==> src/rtl/tcv_pkg.sv <==
// ----------------------------------------------------------------------------
// tcv_pkg
// Shared widths, class codes, register indexes and types of the track vote.
// ----------------------------------------------------------------------------
package tcv_pkg;

    localparam int WINDOW_DEF = 8;

    localparam int CFG_W     = 8;
    localparam int CFG_IDX_W = 2;
    localparam int CLS_W     = 3;
    localparam int NUM_CLASS = 5;

    typedef logic [CFG_W-1:0]     t_tick;
    typedef logic [CLS_W-1:0]     t_cls;
    typedef logic [CFG_IDX_W-1:0] t_cfg_idx;

    localparam t_tick CONFIRM_RST = 8'd5;
    localparam t_tick HOLD_RST    = 8'd30;

    localparam t_cfg_idx CFG_CONFIRM = 2'd0;
    localparam t_cfg_idx CFG_HOLD    = 2'd1;

    localparam t_cls CLS_NONE = 3'd0;
    localparam t_cls CLS_OK   = 3'd1;
    localparam t_cls CLS_VEST = 3'd2;
    localparam t_cls CLS_HAT  = 3'd3;
    localparam t_cls CLS_BOTH = 3'd4;

    // status from the vote unit back to the track sequencer
    typedef struct packed {
        logic busy;
        logic done;
        t_cls pick;
    } t_vote_status;

endpackage

==> src/rtl/tcv_ring.sv <==
// ----------------------------------------------------------------------------
// tcv_ring
// Ring of recent class codes: one write port, one read port, bulk clear.
// ----------------------------------------------------------------------------
module tcv_ring #(
    parameter int WINDOW = tcv_pkg::WINDOW_DEF,
    parameter int PTR_W  = (WINDOW > 1) ? $clog2(WINDOW) : 1
) (
    input  logic             i_clk,
    input  logic             i_rst_n,
    input  logic             i_clr,
    input  logic             i_we,
    input  logic [PTR_W-1:0] i_waddr,
    input  tcv_pkg::t_cls    i_wdata,
    input  logic [PTR_W-1:0] i_raddr,
    output tcv_pkg::t_cls    o_rdata
);
    import tcv_pkg::*;

    t_cls r_slot [WINDOW];

    always_ff @(posedge i_clk) begin
        if (!i_rst_n || i_clr) begin
            for (int k = 0; k < WINDOW; k++) begin
                r_slot[k] <= CLS_NONE;
            end
        end else if (i_we) begin
            r_slot[i_waddr] <= i_wdata;
        end
    end

    assign o_rdata = r_slot[i_raddr];

endmodule

==> src/rtl/tcv_vote.sv <==
// ----------------------------------------------------------------------------
// tcv_vote
// Majority vote: walks the ring one slot a cycle into five class counters,
// then walks the counters with one comparator; a tie keeps the lower code.
// ----------------------------------------------------------------------------
module tcv_vote #(
    parameter int WINDOW = tcv_pkg::WINDOW_DEF,
    parameter int PTR_W  = (WINDOW > 1) ? $clog2(WINDOW) : 1
) (
    input  logic                  i_clk,
    input  logic                  i_rst_n,
    input  logic                  i_start,
    input  tcv_pkg::t_cls         i_rdata,
    output logic [PTR_W-1:0]      o_raddr,
    output tcv_pkg::t_vote_status o_status
);
    import tcv_pkg::*;

    localparam int CNT_W = $clog2(WINDOW + 1);
    localparam logic [PTR_W-1:0] LAST_IDX = PTR_W'(WINDOW - 1);
    localparam t_cls LAST_CLS = CLS_W'(NUM_CLASS - 1);

    typedef enum logic [3:0] {
        V_IDLE  = 4'b0001,
        V_COUNT = 4'b0010,
        V_PICK  = 4'b0100,
        V_DONE  = 4'b1000
    } t_vstate;

    t_vstate          r_state, n_state;
    logic [CNT_W-1:0] r_cnt [NUM_CLASS];
    logic [CNT_W-1:0] n_cnt [NUM_CLASS];
    logic [PTR_W-1:0] r_idx, n_idx;
    t_cls             r_cls, n_cls;
    logic [CNT_W-1:0] r_best, n_best;
    t_cls             r_pick, n_pick;

    t_cls             sel_cls;
    logic [CNT_W-1:0] sel_cnt;
    logic [CNT_W-1:0] inc_cnt;

    // one counter is selected per cycle: by the slot code while counting,
    // by the walk code while picking
    always_comb begin
        sel_cls = (r_state == V_COUNT) ? i_rdata : r_cls;
        sel_cnt = '0;
        for (int k = 0; k < NUM_CLASS; k++) begin
            if (sel_cls == CLS_W'(k)) begin
                sel_cnt = r_cnt[k];
            end
        end
        inc_cnt = sel_cnt + CNT_W'(1);
    end

    always_comb begin
        n_state = r_state;
        n_idx   = r_idx;
        n_cls   = r_cls;
        n_best  = r_best;
        n_pick  = r_pick;
        for (int k = 0; k < NUM_CLASS; k++) begin
            n_cnt[k] = r_cnt[k];
        end
        case (r_state)
            V_IDLE: begin
                if (i_start) begin
                    for (int k = 0; k < NUM_CLASS; k++) begin
                        n_cnt[k] = '0;
                    end
                    n_idx   = '0;
                    n_state = V_COUNT;
                end
            end
            V_COUNT: begin
                for (int k = 0; k < NUM_CLASS; k++) begin
                    if (i_rdata == CLS_W'(k)) begin
                        n_cnt[k] = inc_cnt;
                    end
                end
                if (r_idx == LAST_IDX) begin
                    n_cls   = CLS_NONE;
                    n_best  = '0;
                    n_pick  = CLS_NONE;
                    n_state = V_PICK;
                end else begin
                    n_idx = r_idx + PTR_W'(1);
                end
            end
            V_PICK: begin
                if (sel_cnt > r_best) begin
                    n_best = sel_cnt;
                    n_pick = r_cls;
                end
                if (r_cls == LAST_CLS) begin
                    n_state = V_DONE;
                end else begin
                    n_cls = r_cls + CLS_W'(1);
                end
            end
            V_DONE: begin
                n_state = V_IDLE;
            end
            default: begin
                n_state = V_IDLE;
            end
        endcase
    end

    always_ff @(posedge i_clk) begin
        if (!i_rst_n) begin
            r_state <= V_IDLE;
        end else begin
            r_state <= n_state;
        end
        r_idx  <= n_idx;
        r_cls  <= n_cls;
        r_best <= n_best;
        r_pick <= n_pick;
        for (int k = 0; k < NUM_CLASS; k++) begin
            r_cnt[k] <= n_cnt[k];
        end
    end

    assign o_raddr       = r_idx;
    assign o_status.busy = (r_state != V_IDLE);
    assign o_status.done = (r_state == V_DONE);
    assign o_status.pick = r_pick;

endmodule

==> src/rtl/track_confirm_vote.sv <==
// ----------------------------------------------------------------------------
// track_confirm_vote
// Debounce and class vote for one tracked object, one beat per frame tick.
// ----------------------------------------------------------------------------
//
//  channel | direction | handshake               | payload
//  --------+-----------+-------------------------+------------------------------
//  in      | sink      | i_in_valid / o_in_stall | present, hat/vest violation
//  out     | source    | o_out_valid / i_out_stall | is_stable, verdict, cleared
//  cfg     | sink      | i_cfg_valid / o_cfg_ready | index, data (always ready)
//
//  An accepted tick is captured, evaluated and then committed to the output
//  register once the slot is free; the input reopens in the cycle after the
//  commit. The tick that confirms a new object adds the vote walk over the
//  ring slots and then over the class counters, all on the one shared
//  incrementer and comparator of the vote unit.
//  Reset (synchronous, active low) clears the ring and loads the register
//  defaults; there is no clearing pass. A stalled output beat holds; the
//  next tick is still accepted and waits in the commit step for the slot.
// ----------------------------------------------------------------------------
module track_confirm_vote #(
    parameter int WINDOW = tcv_pkg::WINDOW_DEF
) (
    input  logic              i_clk,
    input  logic              i_rst_n,
    // input beats
    input  logic              i_in_valid,
    output logic              o_in_stall,
    input  logic              i_present,
    input  logic              i_hat_violation,
    input  logic              i_vest_violation,
    // result beats
    output logic              o_out_valid,
    input  logic              i_out_stall,
    output logic              o_is_stable,
    output tcv_pkg::t_cls     o_verdict_class,
    output logic              o_cleared,
    // register writes
    input  logic              i_cfg_valid,
    output logic              o_cfg_ready,
    input  tcv_pkg::t_cfg_idx i_cfg_index,
    input  tcv_pkg::t_tick    i_cfg_data
);
    import tcv_pkg::*;

    localparam int PTR_W = (WINDOW > 1) ? $clog2(WINDOW) : 1;
    localparam logic [PTR_W-1:0] LAST_PTR = PTR_W'(WINDOW - 1);

    // sequencer: accept -> evaluate -> (vote) -> commit
    typedef enum logic [3:0] {
        S_IDLE = 4'b0001,
        S_EVAL = 4'b0010,
        S_VOTE = 4'b0100,
        S_EMIT = 4'b1000
    } t_state;

    t_state           r_state, n_state;

    // configuration
    t_tick            r_confirm, r_hold;

    // track state
    logic             r_stable;
    t_tick            r_counter;
    t_cls             r_verdict;
    logic [PTR_W-1:0] r_ptr;

    // captured input beat
    logic             r_present, r_hat, r_vest;

    // output register
    logic             r_out_valid;
    logic             r_out_stable;
    t_cls             r_out_verdict;
    logic             r_out_cleared;

    // commit step next values
    logic             n_stable;
    t_tick            n_counter;
    t_cls             n_verdict;
    logic             n_clear;
    logic             n_record;

    logic             in_acc;
    logic             slot_free;
    logic             commit;
    t_tick            cnt_dec;
    logic             dec_zero;
    logic             need_vote;
    t_cls             tick_code;

    t_vote_status     vote_st;
    logic [PTR_W-1:0] vote_raddr;
    t_cls             ring_rdata;

    assign in_acc    = i_in_valid && !o_in_stall;
    assign slot_free = !r_out_valid || !i_out_stall;
    assign commit    = (r_state == S_EMIT) && slot_free;

    assign cnt_dec   = r_counter - t_tick'(1);
    assign dec_zero  = (cnt_dec == '0);
    // only the tick that promotes a new object runs the vote
    assign need_vote = r_present && !r_stable && dec_zero;

    always_comb begin
        if (r_hat && r_vest) begin
            tick_code = CLS_BOTH;
        end else if (r_hat) begin
            tick_code = CLS_HAT;
        end else if (r_vest) begin
            tick_code = CLS_VEST;
        end else begin
            tick_code = CLS_OK;
        end
    end

    // track update for the captured tick; the vote reads the ring before
    // this tick's code goes in
    always_comb begin
        n_stable  = r_stable;
        n_counter = r_counter;
        n_verdict = r_verdict;
        n_clear   = 1'b0;
        n_record  = 1'b0;
        if (r_present) begin
            n_record = 1'b1;
            if (!r_stable) begin
                if (dec_zero) begin
                    n_stable  = 1'b1;
                    n_verdict = vote_st.pick;
                    n_counter = r_hold;
                end else begin
                    n_counter = cnt_dec;
                end
            end else begin
                n_counter = r_hold;
            end
        end else if (!r_stable || dec_zero) begin
            n_clear = 1'b1;
        end else begin
            n_counter = cnt_dec;
        end
        if (n_clear) begin
            n_stable  = 1'b0;
            n_verdict = CLS_NONE;
            n_counter = r_confirm;
        end
    end

    always_comb begin
        n_state = r_state;
        case (r_state)
            S_IDLE: begin
                if (in_acc) begin
                    n_state = S_EVAL;
                end
            end
            S_EVAL: begin
                n_state = need_vote ? S_VOTE : S_EMIT;
            end
            S_VOTE: begin
                if (vote_st.done) begin
                    n_state = S_EMIT;
                end
            end
            S_EMIT: begin
                if (slot_free) begin
                    n_state = S_IDLE;
                end
            end
            default: begin
                n_state = S_IDLE;
            end
        endcase
    end

    always_ff @(posedge i_clk) begin
        if (!i_rst_n) begin
            r_state     <= S_IDLE;
            r_confirm   <= CONFIRM_RST;
            r_hold      <= HOLD_RST;
            r_stable    <= 1'b0;
            r_counter   <= CONFIRM_RST;
            r_verdict   <= CLS_NONE;
            r_ptr       <= '0;
            r_out_valid <= 1'b0;
        end else begin
            r_state <= n_state;
            if (i_cfg_valid && o_cfg_ready) begin
                case (i_cfg_index)
                    CFG_CONFIRM: r_confirm <= i_cfg_data;
                    CFG_HOLD:    r_hold    <= i_cfg_data;
                    default:     ;
                endcase
            end
            if (commit) begin
                r_stable  <= n_stable;
                r_counter <= n_counter;
                r_verdict <= n_verdict;
                if (n_record) begin
                    r_ptr <= (r_ptr == LAST_PTR) ? '0 : r_ptr + PTR_W'(1);
                end
                r_out_valid <= 1'b1;
            end else if (!i_out_stall) begin
                r_out_valid <= 1'b0;
            end
        end
        if (in_acc) begin
            r_present <= i_present;
            r_hat     <= i_hat_violation;
            r_vest    <= i_vest_violation;
        end
        if (commit) begin
            r_out_stable  <= n_stable;
            r_out_verdict <= n_verdict;
            r_out_cleared <= n_clear;
        end
    end

    tcv_ring #(
        .WINDOW (WINDOW),
        .PTR_W  (PTR_W)
    ) u_ring (
        .i_clk   (i_clk),
        .i_rst_n (i_rst_n),
        .i_clr   (commit && n_clear),
        .i_we    (commit && n_record),
        .i_waddr (r_ptr),
        .i_wdata (tick_code),
        .i_raddr (vote_raddr),
        .o_rdata (ring_rdata)
    );

    tcv_vote #(
        .WINDOW (WINDOW),
        .PTR_W  (PTR_W)
    ) u_vote (
        .i_clk    (i_clk),
        .i_rst_n  (i_rst_n),
        .i_start  ((r_state == S_EVAL) && need_vote && !vote_st.busy),
        .i_rdata  (ring_rdata),
        .o_raddr  (vote_raddr),
        .o_status (vote_st)
    );

    assign o_in_stall      = (r_state != S_IDLE);
    assign o_cfg_ready     = 1'b1;
    assign o_out_valid     = r_out_valid;
    assign o_is_stable     = r_out_stable;
    assign o_verdict_class = r_out_verdict;
    assign o_cleared       = r_out_cleared;

endmodule

==> config.mk <==
export PLATFORM = sky130hd
export DESIGN_NAME = track_confirm_vote
export DESIGN_NICKNAME = d
export VERILOG_FILES = /design/src/rtl/tcv_pkg.sv /design/src/rtl/tcv_ring.sv /design/src/rtl/tcv_vote.sv /design/src/rtl/track_confirm_vote.sv
export SDC_FILE = /design/constraint.sdc
export NUM_CORES = 1
export LEC_CHECK = 0
export ABC_CLOCK_PERIOD_IN_PS = 3110
export BUFFER_PORTS_ARGS = -buffer_cell sky130_fd_sc_hd__buf_2
export CORE_AREA = 2 2 120 122
export DETAILED_ROUTE_END_ITERATION = 10
export DIE_AREA = 0 0 122 124
export GPL_ROUTABILITY_DRIVEN = 0
export PLACE_DENSITY = 0.54
export SYNTH_ARGS = -nofsm -noshare
export SYNTH_HDL_FRONTEND = slang
export SYNTH_SLANG_ARGS = --single-unit
==> constraint.sdc <==
create_clock -name i_clk -period 3.11 [get_ports i_clk]
set_input_delay 0.311 -clock i_clk [delete_from_list [all_inputs] [get_ports i_clk]]
set_output_delay 0.311 -clock i_clk [all_outputs]
set_load 0.02 [all_outputs]
==> metrics.txt <==
# TYPE chip_impl_metric gauge
chip_impl_metric{name="avgViaCountPerCell",unit=""} 5.07
chip_impl_metric{name="drt-pass1-iter-count",unit=""} 5
chip_impl_metric{name="area_of_the_mapped_netlist",unit="um2"} 5320
chip_impl_info{name="setup.worst_path.start_class",value="register"} 1
chip_impl_info{name="cell_accounting_for_the_most_synthesized_area",value="sky130_fd_sc_hd__edfxtp_1"} 1
chip_impl_metric{name="die_w",unit="um"} 122
chip_impl_metric{name="ys_seq_elements",unit=""} 108
chip_impl_metric{name="final_min_period_over_clock_period",unit="%"} 100
chip_impl_metric{name="dp_hpwl",unit="um"} 7800
chip_impl_metric{name="finalClockSkew",unit="ns"} 0.00756
chip_impl_metric{name="tightestPinTransition",unit="ns"} 0.865
chip_impl_metric{name="tritoncts_num_sinks",unit=""} 108
chip_impl_metric{name="worst-endpoint-required",unit="ns"} 3.19
chip_impl_metric{name="synth_cells",unit=""} 475
chip_impl_metric{name="critPathArrivalTime",unit="ns"} 3.20
chip_impl_metric{name="initialDrtViolationCount",unit=""} 200
chip_impl_metric{name="final_cell_count_without_fillers",unit=""} 712
chip_impl_info{name="ys.flop_type",value="sky130_fd_sc_hd__edfxtp_1"} 1
chip_impl_info{name="cts_tree",value="done"} 1
chip_impl_metric{name="grt_start_max_net_pins",unit=""} 40
chip_impl_metric{name="max-cap-violations",unit=""} 0
chip_impl_metric{name="grt_use_total",unit="%"} 15.7
chip_impl_metric{name="cts_max_level",unit=""} 3
chip_impl_metric{name="final.fill_count",unit=""} 1310
chip_impl_metric{name="antennaDiodeCount",unit=""} 0
chip_impl_metric{name="drt_wl_total",unit="um"} 10700
chip_impl_metric{name="dpl.cell_count",unit=""} 691
chip_impl_metric{name="number_of_buffers_added_by_the_clock_tree_synthesis_step",unit=""} 9
chip_impl_metric{name="floorplan.die_area",unit="um2"} 15100
chip_impl_metric{name="synth_enable_flop_cells",unit=""} 65
chip_impl_metric{name="io-pin-count",unit=""} 26
chip_impl_metric{name="power.leakage",unit="nW"} 2.45
chip_impl_metric{name="synth.yosys.seq_area_share",unit="%"} 52.9
chip_impl_info{name="status",value="finished, violations left"} 1
chip_impl_metric{name="vias",unit=""} 3612
chip_impl_info{name="timing.hold.worst.class",value="input pin to register"} 1
chip_impl_info{name="regToRegEndpoint",value="u_vote.r_best[2]"} 1
chip_impl_metric{name="holdBufCountCts",unit=""} 0
chip_impl_metric{name="overflow",unit=""} 0
chip_impl_metric{name="area.sequential",unit="um2"} 2820
chip_impl_metric{name="hold_path_depth",unit=""} 1
chip_impl_metric{name="setup.reg_to_reg.worst_slack",unit="ns"} -0.01
chip_impl_metric{name="cts_buffer_depth",unit=""} 2
chip_impl_metric{name="number_of_global_route_vias_before_repair",unit=""} 3669
chip_impl_metric{name="finish.utilization",unit="%"} 45.2
chip_impl_metric{name="hold_slack",unit="ns"} 0.134
chip_impl_metric{name="antenna_found_initial",unit=""} 0
chip_impl_metric{name="clkLatencyLatePin",unit="ns"} 0.35
chip_impl_metric{name="drive_gt1_share",unit="%"} 21.4
chip_impl_metric{name="synthArstFlopShare",unit="%"} 0
chip_impl_metric{name="fmax",unit="MHz"} 320
chip_impl_metric{name="synth_top_area_share",unit="%"} 36.7
chip_impl_metric{name="grt_first_pass_wirelength",unit="um"} 18200
chip_impl_metric{name="clock_transition_time_at_the_flip_flop_clock_pins_of_the_worst_setup_and_hold_paths",unit="ns"} 0.07
chip_impl_info{name="post_synth_most_frequent_cells",value="sky130_fd_sc_hd__edfxtp_1 (65), sky130_fd_sc_hd__nor2_1 (59), sky130_fd_sc_hd__nand2_1 (44)"} 1
chip_impl_metric{name="multi_input_area",unit="um2"} 2400
chip_impl_info{name="synth_top_cells_by_area",value="sky130_fd_sc_hd__edfxtp_1 (37%), sky130_fd_sc_hd__dfxtp_1 (16%), sky130_fd_sc_hd__mux2i_1 (7.2%)"} 1
chip_impl_metric{name="peakVddDrop",unit="V"} 0.000231
chip_impl_metric{name="slew_headroom",unit="%"} 41.5
chip_impl_metric{name="yosysWarnings",unit=""} 0
chip_impl_info{name="setup_crit_end_kind",value="register"} 1
chip_impl_metric{name="total_power",unit="mW"} 3.19
chip_impl_info{name="root_buffer",value="sky130_fd_sc_hd__clkbuf_16"} 1
chip_impl_metric{name="finalNetCount",unit=""} 560
chip_impl_info{name="rsz0062_at_grt",value="yes"} 1
chip_impl_metric{name="synth_area_per_cell",unit="um2"} 11.2
chip_impl_metric{name="final-setup-viol-count",unit=""} 7
chip_impl_metric{name="height_of_the_die",unit="um"} 124
chip_impl_metric{name="report.final.hold_viol_count",unit=""} 0
chip_impl_metric{name="area_delta_synth_final",unit="%"} 16.7
chip_impl_metric{name="finalCriticalPeriod",unit="ns"} 3.12
chip_impl_metric{name="worst_r2r_path_depth",unit=""} 12
chip_impl_metric{name="synth.net_count",unit=""} 508
chip_impl_metric{name="timing_max_transition_violations_final",unit=""} 0
chip_impl_info{name="worstSetupPathType",value="register to register"} 1
chip_impl_metric{name="initial_core_utilization",unit="%"} 38.8
chip_impl_metric{name="cellPowerDensity",unit="nW/um2"} 514
chip_impl_info{name="holdCritStartpoint",value="i_hat_violation"} 1
chip_impl_info{name="violated_checks",value="setup timing"} 1
chip_impl_metric{name="number_of_core_rows",unit=""} 43
chip_impl_metric{name="timing.critical_path.fanout_max",unit=""} 7
chip_impl_info{name="timing.hold.worst_endpoint",value="r_hat"} 1
chip_impl_info{name="synth.most_common_cell",value="sky130_fd_sc_hd__edfxtp_1"} 1
chip_impl_metric{name="buffer_ports.inserted",unit=""} 24
chip_impl_metric{name="final.setup.worst_slack",unit="ns"} -0.0129
chip_impl_metric{name="drt_drc_violations_left",unit=""} 0
chip_impl_metric{name="synth_cell_types",unit=""} 66
chip_impl_metric{name="route.detailed.wl_per_inst",unit="um"} 15.0
chip_impl_metric{name="core_area",unit="um2"} 13700
chip_impl_metric{name="drtAntennaViolNets",unit=""} 0
[cells in the final DEF, fill, tap and decap left out, types with 3 or more instances in the layout]
master and instances:
sky130_fd_sc_hd__a21boi_0 5, sky130_fd_sc_hd__nor4b_1 3, sky130_fd_sc_hd__edfxtp_1 65, sky130_fd_sc_hd__nand2b_1 5, sky130_fd_sc_hd__nor2b_1 20, sky130_fd_sc_hd__a21oi_1 17, sky130_fd_sc_hd__o21ai_0 9, sky130_fd_sc_hd__clkbuf_16 9
sky130_fd_sc_hd__nand3b_1 5, sky130_fd_sc_hd__o21ai_1 4, sky130_fd_sc_hd__mux2_2 4, sky130_fd_sc_hd__nand3_1 14, sky130_fd_sc_hd__nor2_1 58, sky130_fd_sc_hd__nor3_1 3, sky130_fd_sc_hd__ha_1 15, sky130_fd_sc_hd__a222oi_1 4
sky130_fd_sc_hd__a211oi_1 3, sky130_fd_sc_hd__nor3b_1 3, sky130_fd_sc_hd__nand2_1 43, sky130_fd_sc_hd__and2_1 10, sky130_fd_sc_hd__xnor2_1 3, sky130_fd_sc_hd__buf_6 4, sky130_fd_sc_hd__inv_1 19, sky130_fd_sc_hd__buf_2 24
sky130_fd_sc_hd__mux2i_1 36, sky130_fd_sc_hd__buf_4 32, sky130_fd_sc_hd__mux2_4 7, sky130_fd_sc_hd__xor2_1 4, sky130_fd_sc_hd__dfxtp_1 42, sky130_fd_sc_hd__o22ai_1 3, sky130_fd_sc_hd__mux4_2 4
[worst max path at each step]
stage | from | endpoint | slack (ns) | depth (start not counted)
after floorplan | register | u_vote.r_best[0] | -0.02 | 11
after global placement | register | u_vote.r_pick[2] | -0.04 | 11
after detailed placement | register | u_vote.r_pick[2] | -0.18 | 11
after CTS | register | u_vote.r_best[2] | -0.03 | 12
after global routing | register | u_vote.r_pick[2] | -0.21 | 10
final | register | u_vote.r_best[2] | -0.01 | 12
[kinds of logic after synthesis]
group / share of synthesized area (%)
AO/OA/AOI/OAI: 10.3
XOR/XNOR: 1.15
adder cells (fa/ha/maj): 3.53
buffers and inverters: 2.94
flip-flops: 52.9
multiplexers: 11.4
other: 0.0705
AND/OR/NAND/NOR: 17.7
[area by class of cell]
cell class	count	area share, %
flip-flops and latches	108	45.4
clock inverters	6	0.887
repair buffers	60	6.53
clock buffers	10	3.69
well taps	180	3.63
inverters	19	1.15
multi-input cells	329	38.7
[stage by stage]
step | TNS [ns] | area [um2] | worst slack, ns
2_1_floorplan | -0.136 | 5320 | -0.0194
3_3_place_gp | -0.280 | 5820 | -0.0400
3_5_place_dp | -1.24 | 5820 | -0.177
4_1_cts | -0.194 | 6190 | -0.0285
5_1_grt | -1.49 | 6210 | -0.213
6_report | -0.0816 | 6210 | -0.0129
[registers in the layout, summed over array words and instances (netlist names), 3 cells and up, named ones only]
signal,count
r_confirm,8
u_vote.r_cnt,20
r_state,4
r_verdict,3
r_hold,8
o_verdict_class,3
u_vote.o_raddr,3
u_vote.r_best,4
r_ptr,3
u_ring.r_slot,24
u_vote.r_state,4
r_counter,8
u_vote.r_pick,3
u_vote.r_cls,3
[worst max-delay path, cell delays in order (launching register included)]
cell and delay [ns]:
sky130_fd_sc_hd__dfxtp_4 0.38, sky130_fd_sc_hd__buf_6 0.13, sky130_fd_sc_hd__mux2i_2 0.15, sky130_fd_sc_hd__mux4_2 0.50, sky130_fd_sc_hd__buf_6 0.15, sky130_fd_sc_hd__o41ai_4 0.39, sky130_fd_sc_hd__a222oi_1 0.19, sky130_fd_sc_hd__o21ai_2 0.10
sky130_fd_sc_hd__ha_1 0.27, sky130_fd_sc_hd__a21oi_1 0.16, sky130_fd_sc_hd__o22ai_1 0.09, sky130_fd_sc_hd__o221ai_1 0.18, sky130_fd_sc_hd__nand2_2 0.16
[metal layers]
layer	up-vias	part of all wire, %	GRT usage (%)
met1	1729	47	19.6
met4	0	2.5	7.54
met2	46	49	26.5
met5	-	0	0
met3	15	1.9	2.56
li1	1822	-	-
[timing repair]
action / 4_1_cts / 5_1_grt
endpoints found under the setup margin: 7 / 18
buffers inserted: 5 / 0
pin swaps: 2 / 1
hold endpoints to repair: 0 / 0
resized for setup: 11 / 4
[report_power, final]
part	internal, mW	switching [mW]
Combinational	0.196	0.246
Clock	0.617	0.499
Sequential	1.59	0.0451
Power figures use the tool's default switching activity.
